`src/fcrd_pkg.sv`:
```
// Types and constants shared by the FastCGI record deframer.
package fcrd_pkg;

    // Parser phase within a record.
    typedef enum logic [1:0] {
        PH_HEADER  = 2'd0,
        PH_CONTENT = 2'd1,
        PH_PADDING = 2'd2,
        PH_HALTED  = 2'd3
    } t_phase;

    // Result kind codes as seen on the output channel.
    typedef enum logic [1:0] {
        KIND_STDOUT       = 2'd0,
        KIND_STDERR       = 2'd1,
        KIND_END_REQUEST  = 2'd2,
        KIND_FORMAT_ERROR = 2'd3
    } t_kind;

    // Header byte positions.
    localparam logic [2:0] HDR_VERSION  = 3'd0;
    localparam logic [2:0] HDR_TYPE     = 3'd1;
    localparam logic [2:0] HDR_ID_HI    = 3'd2;
    localparam logic [2:0] HDR_ID_LO    = 3'd3;
    localparam logic [2:0] HDR_LEN_HI   = 3'd4;
    localparam logic [2:0] HDR_LEN_LO   = 3'd5;
    localparam logic [2:0] HDR_PADDING  = 3'd6;
    localparam logic [2:0] HDR_RESERVED = 3'd7;

    // Protocol values.
    localparam logic [7:0] FCGI_VERSION    = 8'd1;
    localparam logic [7:0] REC_END_REQUEST = 8'd3;
    localparam logic [7:0] REC_STDOUT      = 8'd6;
    localparam logic [7:0] REC_STDERR      = 8'd7;

    // Number of status bytes gathered from an end-request body.
    localparam logic [2:0] STATUS_BYTES = 3'd4;

    // One result transaction.
    typedef struct packed {
        t_kind       kind;
        logic [7:0]  payload_byte;
        logic [15:0] record_id;
        logic [31:0] app_status;
        logic        last_content;
    } t_result;

endpackage

```
`src/fcrd_parser.sv`:
```
// Record parser: header capture, content/padding counting and result forming.
module fcrd_parser (
    input  logic                i_clk,
    input  logic                i_rst_n,
    input  logic                i_fire,
    input  logic [7:0]          i_byte,
    output logic                o_push,
    output fcrd_pkg::t_result   o_result
);

    fcrd_pkg::t_phase r_phase, n_phase;
    logic [2:0]  r_header_count, n_header_count;
    logic [7:0]  r_version, n_version;
    logic [7:0]  r_type, n_type;
    logic [15:0] r_current_id, n_current_id;
    logic [15:0] r_content_left, n_content_left;
    logic [7:0]  r_padding_left, n_padding_left;
    logic [31:0] r_status_accum, n_status_accum;
    logic [2:0]  r_status_count, n_status_count;

    logic [15:0] content_dec;
    logic [7:0]  padding_dec;
    logic        is_end_req;

    assign content_dec = r_content_left - 16'd1;
    assign padding_dec = r_padding_left - 8'd1;
    assign is_end_req  = (r_type == fcrd_pkg::REC_END_REQUEST);

    // State registers
    always_ff @(posedge i_clk) begin
        if (!i_rst_n) begin
            r_phase        <= fcrd_pkg::PH_HEADER;
            r_header_count <= '0;
            r_version      <= '0;
            r_type         <= '0;
            r_current_id   <= '0;
            r_content_left <= '0;
            r_padding_left <= '0;
            r_status_accum <= '0;
            r_status_count <= '0;
        end else if (i_fire) begin
            r_phase        <= n_phase;
            r_header_count <= n_header_count;
            r_version      <= n_version;
            r_type         <= n_type;
            r_current_id   <= n_current_id;
            r_content_left <= n_content_left;
            r_padding_left <= n_padding_left;
            r_status_accum <= n_status_accum;
            r_status_count <= n_status_count;
        end
    end

    // Next state and result for one byte
    always_comb begin
        n_phase        = r_phase;
        n_header_count = r_header_count;
        n_version      = r_version;
        n_type         = r_type;
        n_current_id   = r_current_id;
        n_content_left = r_content_left;
        n_padding_left = r_padding_left;
        n_status_accum = r_status_accum;
        n_status_count = r_status_count;

        o_push                = 1'b0;
        o_result.kind         = fcrd_pkg::KIND_STDOUT;
        o_result.payload_byte = '0;
        o_result.record_id    = r_current_id;
        o_result.app_status   = '0;
        o_result.last_content = 1'b0;

        case (r_phase)
            fcrd_pkg::PH_HEADER: begin
                case (r_header_count)
                    fcrd_pkg::HDR_VERSION: n_version = i_byte;
                    fcrd_pkg::HDR_TYPE:    n_type = i_byte;
                    fcrd_pkg::HDR_ID_HI:   n_current_id = {i_byte, 8'd0};
                    fcrd_pkg::HDR_ID_LO:   n_current_id = {r_current_id[15:8], i_byte};
                    fcrd_pkg::HDR_LEN_HI:  n_content_left = {i_byte, 8'd0};
                    fcrd_pkg::HDR_LEN_LO:  n_content_left = {r_content_left[15:8], i_byte};
                    fcrd_pkg::HDR_PADDING: n_padding_left = i_byte;
                    default: ;
                endcase
                if (r_header_count != fcrd_pkg::HDR_RESERVED) begin
                    n_header_count = r_header_count + 3'd1;
                end else begin
                    // Header complete: validate and pick the next phase
                    n_header_count = '0;
                    n_status_accum = '0;
                    n_status_count = '0;
                    if (r_version != fcrd_pkg::FCGI_VERSION ||
                        !(r_type inside {fcrd_pkg::REC_STDOUT, fcrd_pkg::REC_STDERR,
                                         fcrd_pkg::REC_END_REQUEST})) begin
                        n_phase       = fcrd_pkg::PH_HALTED;
                        o_push        = 1'b1;
                        o_result.kind = fcrd_pkg::KIND_FORMAT_ERROR;
                    end else if (r_content_left != '0) begin
                        n_phase = fcrd_pkg::PH_CONTENT;
                    end else if (r_padding_left != '0) begin
                        n_phase = fcrd_pkg::PH_PADDING;
                    end else begin
                        // empty record ends right here
                        n_phase = fcrd_pkg::PH_HEADER;
                        if (is_end_req) begin
                            o_push        = 1'b1;
                            o_result.kind = fcrd_pkg::KIND_END_REQUEST;
                        end
                    end
                end
            end

            fcrd_pkg::PH_CONTENT: begin
                n_content_left = content_dec;
                if (is_end_req) begin
                    // status is gathered big-endian from the first bytes
                    if (r_status_count < fcrd_pkg::STATUS_BYTES) begin
                        n_status_accum = {r_status_accum[23:0], i_byte};
                        n_status_count = r_status_count + 3'd1;
                    end
                    if (content_dec == '0) begin
                        if (r_padding_left != '0) begin
                            n_phase = fcrd_pkg::PH_PADDING;
                        end else begin
                            n_phase             = fcrd_pkg::PH_HEADER;
                            o_push              = 1'b1;
                            o_result.kind       = fcrd_pkg::KIND_END_REQUEST;
                            o_result.app_status = n_status_accum;
                        end
                    end
                end else begin
                    o_push                = 1'b1;
                    o_result.kind         = (r_type == fcrd_pkg::REC_STDERR) ?
                                            fcrd_pkg::KIND_STDERR : fcrd_pkg::KIND_STDOUT;
                    o_result.payload_byte = i_byte;
                    o_result.last_content = (content_dec == '0);
                    if (content_dec == '0) begin
                        n_phase = (r_padding_left != '0) ? fcrd_pkg::PH_PADDING
                                                         : fcrd_pkg::PH_HEADER;
                    end
                end
            end

            fcrd_pkg::PH_PADDING: begin
                n_padding_left = padding_dec;
                if (padding_dec == '0) begin
                    n_phase = fcrd_pkg::PH_HEADER;
                    if (is_end_req) begin
                        o_push              = 1'b1;
                        o_result.kind       = fcrd_pkg::KIND_END_REQUEST;
                        o_result.app_status = r_status_accum;
                    end
                end
            end

            default: ; // halted: bytes are swallowed until reset
        endcase
    end

endmodule

```
`src/fcrd_out_fifo.sv`:
```
// Two-entry result queue that decouples the parser from the output stall.
module fcrd_out_fifo (
    input  logic                i_clk,
    input  logic                i_rst_n,
    input  logic                i_push,
    input  fcrd_pkg::t_result   i_result,
    output logic                o_space,
    output logic                o_valid,
    input  logic                i_stall,
    output fcrd_pkg::t_result   o_result
);

    fcrd_pkg::t_result r_mem [2];
    logic       r_wr_ptr;
    logic       r_rd_ptr;
    logic [1:0] r_count;
    logic       pop;

    assign o_valid  = (r_count != 2'd0);
    assign o_space  = (r_count != 2'd2);
    assign pop      = o_valid && !i_stall;
    assign o_result = r_mem[r_rd_ptr];

    // Pointers and fill count
    always_ff @(posedge i_clk) begin
        if (!i_rst_n) begin
            r_wr_ptr <= 1'b0;
            r_rd_ptr <= 1'b0;
            r_count  <= '0;
        end else begin
            if (i_push) r_wr_ptr <= ~r_wr_ptr;
            if (pop)    r_rd_ptr <= ~r_rd_ptr;
            case ({i_push, pop})
                2'b10:   r_count <= r_count + 2'd1;
                2'b01:   r_count <= r_count - 2'd1;
                default: r_count <= r_count;
            endcase
        end
    end

    // Entry storage
    always_ff @(posedge i_clk) begin
        if (i_push) r_mem[r_wr_ptr] <= i_result;
    end

endmodule

```
`src/fastcgi_record_deframer_top.sv`:
```
// Top level of the FastCGI record deframer.
//
// Input channel: one stream byte per transaction on i_stream_byte, taken
// when i_valid is high and o_stall is low. Output channel: one result per
// transaction (kind, payload byte, record id, status, last flag), taken
// when o_valid is high and i_stall is low.
// A byte is first held in an input register, then parsed combinationally
// and the result, if any, is written into a two-entry output queue. A result
// is offered on o_valid once it has been written into that queue; the write
// is held back while the queue is full.
// Throughput is one byte per cycle while o_stall is low; the queue lets a new
// byte be parsed while an older result is still waiting to be taken.
// Stdout/stderr content bytes give one result each; an end-request record
// gives one at its last byte; a bad header gives one format error at its last
// byte and the block then swallows all bytes; other bytes give no result.
// When the receiver stalls, the queue fills and o_stall rises once the
// queue is full and the input register holds a byte.
// Synchronous reset (i_rst_n low) returns the parser to the header phase
// and empties the queue and input register.
module fastcgi_record_deframer_top (
    input  logic        i_clk,
    input  logic        i_rst_n,
    input  logic        i_valid,
    output logic        o_stall,
    input  logic [7:0]  i_stream_byte,
    output logic        o_valid,
    input  logic        i_stall,
    output logic [1:0]  o_kind,
    output logic [7:0]  o_payload_byte,
    output logic [15:0] o_record_id,
    output logic [31:0] o_app_status,
    output logic        o_last_content
);

    logic              r_in_valid;
    logic [7:0]        r_in_byte;
    logic              space;
    logic              fire;
    logic              push;
    fcrd_pkg::t_result parse_result;
    fcrd_pkg::t_result head_result;

    assign fire    = r_in_valid && space;
    assign o_stall = r_in_valid && !space;

    // Input register
    always_ff @(posedge i_clk) begin
        if (!i_rst_n) begin
            r_in_valid <= 1'b0;
        end else if (!o_stall) begin
            r_in_valid <= i_valid;
        end
    end

    always_ff @(posedge i_clk) begin
        if (i_valid && !o_stall) r_in_byte <= i_stream_byte;
    end

    fcrd_parser u_parser (
        .i_clk    (i_clk),
        .i_rst_n  (i_rst_n),
        .i_fire   (fire),
        .i_byte   (r_in_byte),
        .o_push   (push),
        .o_result (parse_result)
    );

    fcrd_out_fifo u_out_fifo (
        .i_clk    (i_clk),
        .i_rst_n  (i_rst_n),
        .i_push   (fire && push),
        .i_result (parse_result),
        .o_space  (space),
        .o_valid  (o_valid),
        .i_stall  (i_stall),
        .o_result (head_result)
    );

    assign o_kind         = head_result.kind;
    assign o_payload_byte = head_result.payload_byte;
    assign o_record_id    = head_result.record_id;
    assign o_app_status   = head_result.app_status;
    assign o_last_content = head_result.last_content;

endmodule

```
`config.mk`:
```
export PLATFORM = sky130hd
export DESIGN_NAME = fastcgi_record_deframer_top
export DESIGN_NICKNAME = d
export VERILOG_FILES = /design/src/fcrd_pkg.sv /design/src/fcrd_parser.sv /design/src/fcrd_out_fifo.sv /design/src/fastcgi_record_deframer_top.sv
export SDC_FILE = /design/constraint.sdc
export NUM_CORES = 1
export LEC_CHECK = 0
export BUFFER_PORTS_ARGS = -buffer_cell sky130_fd_sc_hd__buf_4
export CAP_MARGIN = 5
export CORE_MARGIN = 2
export CORE_UTILIZATION = 54
export DETAILED_ROUTE_END_ITERATION = 10
export PLACE_DENSITY = 0.75
export SLEW_MARGIN = 20
export SYNTH_ARGS = -nofsm -noshare
export SYNTH_HDL_FRONTEND = slang
export SYNTH_HIERARCHICAL = 1
export SYNTH_SLANG_ARGS = --single-unit
```
`constraint.sdc`:
```
create_clock -name i_clk -period 5.34 [get_ports i_clk]
set_input_delay 0.267 -clock i_clk [delete_from_list [all_inputs] [get_ports i_clk]]
set_output_delay 0.267 -clock i_clk [all_outputs]
set_load 0.02 [all_outputs]
```
---- After elaboration in Yosys (flattened, before gate mapping) ----
Memories as Yosys holds them, arrays and structs flattened. A register that Yosys moved wholly into a read port is not among the register bits.
Index checks and enable logic that the tools add are counted.
storage, ports and cells
  register bits after elaboration ......... 109
  bits in writable memories ............... 118
  input bits .............................. 12
  output and inout bits ................... 61
  word-level logic and storage cells ...... 143
  memories kept ........................... 1
memory list
  name              words  width  rd ports  clocked after Yosys merged registers in  wr ports  line                 RTL
  u_out_fifo.r_mem  2      59     1         1                                        1         fcrd_out_fifo.sv:13  fcrd_pkg::t_result r_mem [2];
cells by class
  add/sub/neg operators ................... 6
  $lt $le $gt $ge ......................... 1
  equal/unequal tests ..................... 25
  mux-type cells .......................... 57
  bitwise logic cells ..................... 3
  reductions and logical operators ........ 34
operator list
  kind                   number
  $mux 32                8
  $pmux 32 s2            2
  $pmux 16 s2            3
  $mux 2                 15
  $mux 8                 3
  $eq 8x3->1 const B     2
  $logic_not 16->1       1
  $mux 1                 16
  $pmux 8 s2             1
  $reduce_bool 16->1     1
  $sub 16x1->16 const B  1
  $reduce_and 3->1       5
  $mux 3                 4
  $pmux 2 s3             2
  $reduce_and 4->1       3
  $ne 2x2->1 const B     5
  $reduce_and 5->1       2
  $reduce_bool 2->1      5
  $eq 3x3->1 const B     3
  $eq 8x2->1 const B     1
  $logic_not 8->1        1
  $ne 2x1->1 const B     4
  $ne 8x1->1 const B     1
  $reduce_bool 8->1      1
  21 further kinds       36

---- Logic depth before layout (Yosys ltp) ----
  depth after elaboration ................. 10
  gate-level depth with buffers ........... 16
  depth with buffers taken out ............ 15

---- Cells and area by module ----
Netlist, hierarchy kept.
by module, submodules not included
  module                       instances  cells each  area an instance (µm²)  sequential area each (µm²)
  fcrd_parser                  1          635         5,119.9                 1,921.8
  fcrd_out_fifo                1          209         4,481.8                 3,643.5
  fastcgi_record_deframer_top  1          14          300.3                   260.2

---- Worst setup path before layout ----
OpenSTA, ideal clock, no wires.
  path kind ............................... register to register
  start point ............................. reg u_parser.r_content_left[0]
  end point ............................... mem u_out_fifo/r_mem[0][0] in the netlist's numbering (enable)
  library setup time ...................... 0.478 ns
  arrival time ............................ 4.978 ns
  data required time ...................... 4.862 ns
  setup slack ............................. -0.116 ns
  stages on the path, launching flop included .. 14
  buffers on the path ..................... 1
  period minus slack after synthesis ...... 5.456 ns
  cell sequence ........................... dfxtp_1 -> inv_1 -> ha_1 -> clkbuf_1 -> or4b_2 -> o22ai_1 -> a31o_2 -> nand4_1 -> nor3_1 -> o21ai_0 -> a21oi_1 -> and3_1 -> inv_1 -> nor2_1
on the way
  cells in the longest elaborated chain, start to end .. 8
  elaborated cells between the ends (all ways) .. 12
  those cells by class .................... add/sub (1); mux (8); reduce/logical (3)
ends and longest elaborated chain
  element                                              line                                   RTL
  from (decl)                                          fcrd_parser.sv:16                      logic [15:0] r_content_left, n_content_left;
  from (signal assigned)                               fcrd_parser.sv:47                      r_content_left <= n_content_left;
  $sub 16x1->16 or $reduce_bool 16->1 (tied branches)  fcrd_parser.sv:25, fcrd_parser.sv:98
  $logic_not 16->1 or $mux 1 (tied branches)           fcrd_parser.sv:121, fcrd_parser.sv:98
  $mux 1 (on tied branches)                            fcrd_parser.sv:121, fcrd_parser.sv:92
  $mux 1 (on tied branches)                            fcrd_parser.sv:115, fcrd_parser.sv:85
  $pmux 1 s3 *                                         fcrd_parser.sv:73                      case (r_phase)
  via push                                             fastcgi_record_deframer_top.sv:39      logic push;
  $logic_and 1x1->1 *                                  fastcgi_record_deframer_top.sv:71      .i_push (fire && push),
  $mux 1 *                                             fcrd_out_fifo.sv:43                    if (i_push) r_mem[r_wr_ptr] <= i_result;
  $mux 1 (implied by the code) *                       fcrd_out_fifo.sv:43
  to (decl)                                            fcrd_out_fifo.sv:13
The timed path passes the listed nets; every way through them passes the cells marked *.

---- Final worst setup path ----
  start point ............................. reg u_parser.r_content_left[0]
  end point ............................... mem u_out_fifo/r_mem[1][6] in the netlist's numbering (enable)
Same word-level chain as after synthesis.

==> key figures <==
Pwr
  – Pwr per Cell Area: 308.9 mW/mm2
  – Clock power share: 0.454
  – Logic pwr share: 0.016
  – P_leak: 4.142 nW
  – Seq pwr share: 0.530
  – Psw: 0.7316 mW
  – Switch share: 0.2078
  – Pint: 2.790 mW
  – Peak VDD IR: 0.2564 mV
  – Design Power: 3.521 mW

CTS
  – CTS root buf: clkbuf_16
  – TritonCTS clock tree: yes
  – # clock sinks: 228
  – Clock latency at the later pin of the worst-skew pair: 510 ps
  – Clock Tree Buf Depth: 3
  – Postcts setup bufs: 0
  – Num CTS Buffers: 24
  – CTS H-tree depth: 1
  – Clk slew on worst S/H paths: 60 ps

Setup path
  – CP Capture Type: flip-flop
  – Crit Path Max Fanout: 27
  – CP startpoint: u_parser/r_content_left[0]
  – Setup slack, reg-to-reg: 1250 ps
  – Worst Setup EP: u_out_fifo/r_mem[1][6]
  – Worst setup SP type: flip-flop
  – R2R cell count: 12
  – CP required: 5520 ps
  – Reg2reg end: u_out_fifo/r_mem[1][6]
  – Critical path class: reg2reg
  – RR Startpoint: u_parser/r_content_left[0]
  – Crit path DAT: 4270 ps

Layout
  – Design Area, Final: 0.01140 mm2
  – Nets@finish: 942
  – Area Growth Syn to Fin: 15.11%
  – # diodes: 0
  – Register Area: 0.005827 mm2
  – Fillers: 1394
  – Layout cells sized above 1: 0.2406
  – Most frequent cells in the layout: edfxtp_1 (126), dfxtp_1 (101), nor2_1 (93)
  – Multi-input combinational cell area: 0.003722 mm2
  – Most common cell after layout, fill and taps aside: edfxtp_1

Yosys
  – Syn Area/Cell: 11.54 um2
  – Asr flop ratio synth: 0
  – Synth Net Count: 887
  – Dominant synthesized flop cell: edfxtp_1
  – Seq/Total Area, Yosys: 0.5883
  – Ys Warns: 6
  – EDFF count, synth: 126
  – #FFs+latches synth: 228
  – Mapped Cells: 858
  – Synth unique cells: 67
  – Post-Syn Area: 0.009902 mm2

Outcome
  – Status: finished clean

STA
  – WHS: 73.59 ps
  – Hold Fails Final Rpt: 0
  – Final Skew: 7.769 ps
  – Worst slew margin: 0.3474
  – RSZ-0062 raised after global routing: false
  – Setup Viol. Count Final: 0
  – Setup TNS: 0 ps
  – Fmax: 244.6 MHz
  – Final Cycle Share: 0.7655
  – Tightest Pin Transition: 978.9 ps
  – Fin. max-slew vios: 0
  – Minimum clock period: 4088 ps

Detailed routing
  – DRT antenna net count: 0
  – Via Count: 6963
  – DRT Pass-1 Iters: 5
  – WL met1: 9.738 mm
  – Routed wire per std cell: 19.51 um
  – Vias/cell: 6.003
  – Top Metal Used: met4
  – DRC violations left: 0
  – Final WL: 22.63 mm
  – WL met2: 10.88 mm
  – DR iter-0 viols: 555
  – WL met3: 1.484 mm

Die
  – Starting Density: 0.5512
  – Total core area: 0.01796 mm2
  – Die area: 0.01944 mm2
  – Boundary Pins: 73
  – Die H: 139.4 um
  – Die W: 139.4 um
  – FP Rows: 49

Worst hold path
  – Worst Hold Class: in2reg

GRT
  – First-pass GRT wire length: 36.13 mm
  – Initial antenna violation count: 0
  – All-Layer GR Usage: 0.2305
  – Grt ovf: 0
  – Number of global-route vias before repair: 6827
  – Largest net degree at the start of global routing: 88

Run
  – Max Cap Viol: 0

Placement
  – I/O Buffers: 72
  – Gpl congestion: 0.9439
  – Detailed Place HPWL: 13.55 mm
  – Area after DPL: 0.01054 mm2
-- cell type report --
class | instances | share of cell area
clock buffer | 29 | 0.05708
clock inverter | 15 | 0.01043
inverter | 21 | 0.007025
multi-input combinational | 546 | 0.3266
sequential | 228 | 0.5112
tap | 229 | 0.02514
timing repair buffer | 92 | 0.06257
-- worst min path at each step --
stage / start / end / slack [ps] / cells after the start
2_1_floorplan: i_stream_byte[0] / r_in_byte[0] / 370 / 0
3_3_place_gp: u_parser/r_current_id[10] / u_out_fifo/r_mem[0][43] / 430 / 0
3_5_place_dp: u_parser/r_current_id[2] / u_out_fifo/r_mem[0][35] / 440 / 0
4_1_cts: i_stall / u_out_fifo/r_rd_ptr / 60 / 3
5_1_grt: i_stall / u_out_fifo/r_rd_ptr / 70 / 3
6_report: i_stall / u_out_fifo/r_rd_ptr / 70 / 3
-- routing by layer --
layer  track usage  vias up
li1              -     3278
met1        0.3147     3394
met2        0.3875      260
met3       0.03097       31
met4       0.06752        0
met5             0        -
-- cell usage after synthesis, types with 2 or more instances --
master,count,share of area
edfxtp_1,126,0.38
dfxtp_1,102,0.21
buf_2,10,0.0051
a21boi_0,3,0.0023
a21oi_1,46,0.023
o21ai_0,22,0.011
and3_1,12,0.0076
nand4_1,6,0.0038
nor2b_1,4,0.0025
a22o_2,25,0.025
nor3_1,20,0.010
mux2_2,59,0.067
mux2i_1,8,0.0081
nand3b_1,2,0.0015
nand2b_1,6,0.0038
inv_1,20,0.0076
nand2_1,64,0.024
nor4_4,2,0.0043
clkbuf_1,44,0.017
nor4b_1,4,0.0035
ha_1,17,0.021
o211ai_1,3,0.0023
and2_1,15,0.0095
xor2_1,4,0.0035
buf_6,6,0.0068
a32oi_1,2,0.0018
nor4_1,5,0.0032
nor2_1,94,0.036
o21a_1,4,0.0030
a22oi_1,42,0.032
xnor2_1,4,0.0035
a31oi_1,5,0.0032
a22o_1,8,0.0071
nand3_1,4,0.0020
o41ai_1,2,0.0018
a221oi_1,6,0.0053
or2_2,4,0.0025
a211oi_1,5,0.0038
o22ai_1,6,0.0038
or3_1,8,0.0051
or4_1,3,0.0023
-- timing repair --
action                                 in CTS  in global routing
endpoints found under the hold margin       9                  0
setup endpoints to repair                   0                  0
hold buffers                                9                  0
resized for setup                           0                  0
-- sequential cells by signal (all words and copies together) (netlist names), named ones only --
register	flops
u_parser/r_padding_left	8
u_parser/r_phase	2
u_parser/r_current_id	16
u_parser/r_status_count	3
u_parser/r_content_left	16
u_parser/r_version	8
u_parser/r_status_accum	32
u_parser/r_header_count	3
u_out_fifo/r_mem	118
u_out_fifo/r_wr_ptr	1
r_in_byte	8
u_out_fifo/r_count	2
u_parser/r_type	8
r_in_valid	1
u_out_fifo/r_rd_ptr	1
-- worst max-delay path, cell delays in order (launching register included) --
cell and delay (ps):
dfxtp_1 460, inv_1 120, ha_1 320, or4b_2 640, o22ai_1 140, a31o_2 170
nand4_1 130, nor3_1 200, o21ai_0 110, a21oi_1 200, and3_1 210, and2_2 650
buf_4 420
-- cells by family (layout without fill, tap and decap cells) --
| family | Yosys count | after routing | share of synthesized area |
|---|---|---|---|
| xor gates and xnor gates | 8 | 8 | 0.007075 |
| buffers and inverters | 84 | 157 | 0.03816 |
| DFF | 228 | 228 | 0.5883 |
| AOI/OAI and AO/OA | 194 | 194 | 0.1413 |
| and+or+nand+nor | 260 | 260 | 0.1285 |
| muxes | 67 | 67 | 0.07518 |
| adders and majority gates | 17 | 17 | 0.02148 |
-- power by group through the flow --
| stage | logic [mW] | clock network [mW] | registers [mW] |
|---|---|---|---|
| final | 0.0551 | 1.60 | 1.87 |
| after global routing | 0.0616 | 1.70 | 1.87 |
| after CTS | 0.0551 | 1.63 | 1.87 |
| after detailed placement | 0.0496 | 0 | 1.90 |
| after global placement | 0.0491 | 0 | 1.90 |
| after floorplan | 0.0410 | 0 | 1.88 |
-- per-stage QoR --
| stage | std cells | util | worst slack (ps) |
|---|---|---|---|
| after floorplan | 858 | - | 904.7 |
| after detailed placement | 1107 | 0.5865 | 1263 |
| final | 1160 | 0.6345 | 1252 |
| after global placement | 1107 | 0.5865 | 1323 |
| after CTS | 1160 | 0.6344 | 1242 |
| after global routing | 1160 | 0.6345 | 974.0 |
(Power assumes the default switching activity.)
